[src/rtl/core/swpc_pkg.sv]
// shared types and constants for the sliding window peak event counter
// no dependencies

package swpc_pkg;

  localparam int STAMP_W   = 32;
  localparam int WIN_W     = 31;
  localparam int CNT_OUT_W = 11;
  localparam int OUT_W     = 88;

  localparam logic [WIN_W-1:0] WIN_RESET = 31'd60;

  typedef logic [WIN_W-1:0] win_t;

  localparam logic ST_IDLE = 1'b0;
  localparam logic ST_SCAN = 1'b1;

  typedef logic state_t;

endpackage

[src/rtl/core/swpc_span.sv]
// span compare unit of the sliding window peak event counter
// depends on swpc_pkg for the window type

module swpc_span #(
  parameter int TB = 32
) (
  input  logic [TB-1:0]    newest,
  input  logic [TB-1:0]    oldest,
  input  swpc_pkg::win_t   window,
  output logic             exceeds
);

  localparam int SW = (TB > swpc_pkg::WIN_W) ? TB : swpc_pkg::WIN_W;

  logic [TB-1:0] span;

  always_comb begin
    span    = (newest >= oldest) ? (newest - oldest) : '0;
    exceeds = SW'(span) > SW'(window);
  end

endmodule

[config.mk]
export PLATFORM = sky130hd
export DESIGN_NAME = swpc_span
export DESIGN_NICKNAME = d
export VERILOG_FILES = /design/src/rtl/core/swpc_pkg.sv /design/src/rtl/core/swpc_span.sv
export SDC_FILE = /design/constraint.sdc
export NUM_CORES = 1
export LEC_CHECK = 0
export BUFFER_PORTS_ARGS = -buffer_cell sky130_fd_sc_hd__buf_2
export CORE_UTILIZATION = 53
export DETAILED_ROUTE_END_ITERATION = 16
export PLACE_DENSITY = 0.84
export SYNTH_ARGS = -nofsm -noshare
export SYNTH_HDL_FRONTEND = slang
export SYNTH_SLANG_ARGS = --single-unit
export TNS_END_PERCENT = 50
[constraint.sdc]
create_clock -name vclk -period 8.67
set_input_delay 1.734 -clock vclk [all_inputs]
set_output_delay 1.734 -clock vclk [all_outputs]
set_load 0.02 [all_outputs]
== After elaboration in Yosys (flattened, before gate mapping) ==
Index checks and enable logic that the tools add are counted.
Storage, ports and cells
  flip-flop bits (word level): 0
  bits of input ports: 95
  output and inout bits: 1
Operators by class
  add/sub/neg operators: 1
  $lt $le $gt $ge: 2
  multiplexer cells: 1
Operators with widths (count)
  $ge A32 B32 Y1: 1
  $gt A32 B31 Y1: 1
  $mux W32: 1
  $sub A32 B32 Y32: 1

== Depth between registers and ports, before layout ==
  depth in word-level cells: 3
  mapped depth: 22
  depth with buffers taken out: 20

== Worst setup path after synthesis ==
No wires, ideal clock.
  path kind: input to output
  start point: input newest[0]
  end point: output exceeds
  data arrival time: 5552 ps
  setup slack: 1384 ps
  cell stages on the path: 22
  buffers on the path: 2
  cells stage by stage: inv_1 > ha_1 > inv_1 > fa_1 > a211oi_1 > o211ai_1 > nand4_1 > nand2_1 > o21ai_0 > a21o_1 > buf_2 > buf_2 > nor2_1 > ha_1 > a21o_1 > a21o_1 > a21oi_1 > nor2_1 > or4_1 > a21o_1 > a211oi_1 > o22ai_1
On the way
  cells in the longest elaborated chain, start to end: 3
  elaborated cells between the ends (all ways): 4
Ends and longest elaborated chain
  start, declared: RTL line swpc_span.sv:7  | input logic [TB-1:0] newest,
  $sub A32 B32 Y32 / $ge A32 B32 Y1 (equally long branches): RTL line swpc_span.sv:18  | span = (newest >= oldest) ? (newest - oldest) : '0;
  $mux W32 (*): RTL line swpc_span.sv:18
  $gt A32 B31 Y1 (*): RTL line swpc_span.sv:19  | exceeds = SW'(span) > SW'(window);
  end, declared: RTL line swpc_span.sv:10  | output logic exceeds
Every way passes the cells marked *; elsewhere a longest branch is shown, timed or not.

== Worst setup path in the final report ==
Ends and elaborated chain as after synthesis.

==> out/results.tsv <==
stage	metric	value	unit
sta	WHS	4.18	ns
yosys	Avg Inst Size Synth	6.60	um2
grt	GRT Overall Usage	26.0	%
yosys	post-synthesis sequential area ratio	0	%
cells_and_area	num sequential	0	
floorplan	Initial Util	56.9	%
cells_and_area	clock buffers	0	
cells_and_area	fillcell total	453	
hold_path	hold depth	6	
critical_path	WP data arrival	6.24	ns
cells_and_area	fin nets	671	
yosys	synth cell count leaders	71 x inv_1, 63 x ha_1, 45 x a21oi_1	
clocking	Post-CTS Repair Setup Buffers	0	
power	Tot Pwr	0.228	mW
floorplan	num rows	25	
sta	Max transition margin	60.5	%
cells_and_area	Final Util	68.1	%
floorplan	Core ar.	4850	um2
grt	initial antenna violation count	0	
critical_path	Largest delay share family, worst path	compound AO/OA/AOI/OAI gates	
critical_path	crit-path max cell delay	0.53	ns
cells_and_area	sequential cell area	0	um2
cells_and_area	antenna cell count	0	
floorplan	Die Area	5500	um2
yosys	number of library cell types mapped by synthesis	49	
detailed_routing	ANT nets after route	0	
power	Leakage	1.96	nW
yosys	Syn Nets	577	
cells_and_area	area delta synth->final	19.8	%
detailed_routing	DR WL/cell	12.1	um
grt	largest net degree at the start of global routing	20	
job	MaxCap Viol Count	0	
detailed_routing	Vias	3183	
sta	final setup vio count	0	
grt	vias in the first global route	2916	
cells_and_area	share of layout cells above drive strength 1	21.8	%
yosys	top-count cell post-synth	inv_1	
critical_path	most used cell, CP	a21o_1	
critical_path	Slowest cell on crit path	a21o_1	
hold_path	Hold Crit Class	in2out	
sta	Slew Viols, Final	0	
critical_path	CP cell instances	buf_2, inv_1, ha_1, inv_1, fa_1, a211oi_1, o211ai_1, nand4_1, nand2_1, o21ai_0, a21o_1, buf_4, a21oi_1, ha_1, a21o_1, a21oi_1, nor2b_1, or4_1, a21o_1, a211oi_1, o22ai_1, buf_2	
sta	endpoints failing hold	0	
detailed_routing	WL final	7000	um
floorplan	Chip Width	74.1	um
yosys	Mapped Cells	418	
yosys	largest area contributor in the netlist	ha_1	
sta	Max Fclk	125	MHz
critical_path	CP Max Fanout	19	
detailed_routing	DR iter-0 viols	166	
detailed_routing	drt drc	0	
cells_and_area	area of the multi-input gates	2460	um2
grt	GRT overflow	0	
yosys	Yosys top cell area share	28.6	%
clocking	post-cts sizing count	0	
critical_path	origin of the worst setup path	newest[0]	
placed_design	Placer Congestion	0.889	
sta	RSZ-0062 raised after global routing	false	
hold_path	Hold Crit Endpoint	exceeds	
placed_design	DP Wirelength	6080	um
yosys	cells taking the most area after synthesis	ha_1 29%, inv_1 9.7%, a21oi_1 8.2%	
critical_path	CP Launch Type	input port	
detailed_routing	Pre-antenna DRT Iters	4	
critical_path	CP endpoint kind	output port	
power	pwr dens	69.1	nW/um2
sta	final worst-path cycle share	91.9	%
critical_path	Required @ worst endpoint	6.94	ns
yosys	Cell Area, Synth	2760	um2
outcome	status	finished, final reports clean	
detailed_routing	vias per cell	5.52	
floorplan	Die H	74.1	um
power	peak supply drop	35.6	uV
yosys	Ys Warns	0	
floorplan	IO Pins	96	
sta	TNS Setup	0	ns
clocking	hold_buf cts	0	
hold_path	hold path start	newest[31]	
placed_design	IO Port Bufs	96	
critical_path	Setup CP Type	in2out	
sta	Slew @ Worst Pin	0.592	ns
critical_path	WP buf/inv	5	
grt	first-pass GRT wire length	11900	um
cells_and_area	Finished Cell Area	3300	um2
placed_design	Cell Area, Placed	3300	um2
sta	Final Critical Period	7.97	ns
worst max-delay path by stage:
stage / end / slack (ns) / depth (start not counted)
after floorplan: exceeds / 1.38 / 22
after global placement: exceeds / 0.84 / 22
after detailed placement: exceeds / 0.74 / 22
after CTS: exceeds / 0.71 / 22
after global routing: exceeds / 0.41 / 22
final: exceeds / 0.70 / 22
worst min-delay path, delay by kind of cell:
kind,cells,cell delay (ns)
AOI/OAI and AO/OA,1,0.09
xor gates and xnor gates,1,0.17
adders and majority gates,1,0.14
buffers and inverters,3,0.31
routing by layer:
metal	global-route usage [%]	share of wire (%)	vias to the layer above
li1	-	-	1663
met1	35.1	49	1420
met2	47.7	46	94
met3	0.813	4.6	6
met4	1.92	0.57	0
met5	0	0	-
placed cells by master (no fill, tap or decap), drive strengths merged, types with 3 or more instances in the layout:
cell type  instances
nor2              37
inv               71
buf               98
nor4               3
a31oi              3
o22ai              3
a211oi             3
o21ai             21
nand3             11
a21o              23
nor3              13
o211ai             6
nand4             14
xnor2             13
ha                63
nor2b              7
and3               5
and2               4
nand2             23
nand2b             7
xor2              11
a21oi             45
power breakdown:
group	internal (mW)	switching, mW	total (mW)
Sequential	0	0	0
Combinational	0.103	0.125	0.228
Clock	0	0	0
cell type report:
type	instances	area share, %
multi-input cells	341	74.4
well taps	67	2.54
repair buffers	98	15.0
inverters	71	8.07
stage by stage:
stage               setup slack, ns  std cells
floorplan                      1.38        418
global route                  0.405        577
finish                        0.700        577
global placement              0.844        577
detailed placement            0.735        577
CTS                           0.715        577
cells by family after synthesis:
kind of cell               after synthesis  synth area share [%]
buffers and inverters                   77                  10.9
adders and majority gates               64                  29.3
xor gates and xnor gates                24                  7.62
muxes                                    2                 0.726
AOI/OAI and AO/OA                      120                  27.7
and+or+nand+nor                        131                  23.8
(Power assumes the default switching activity.)
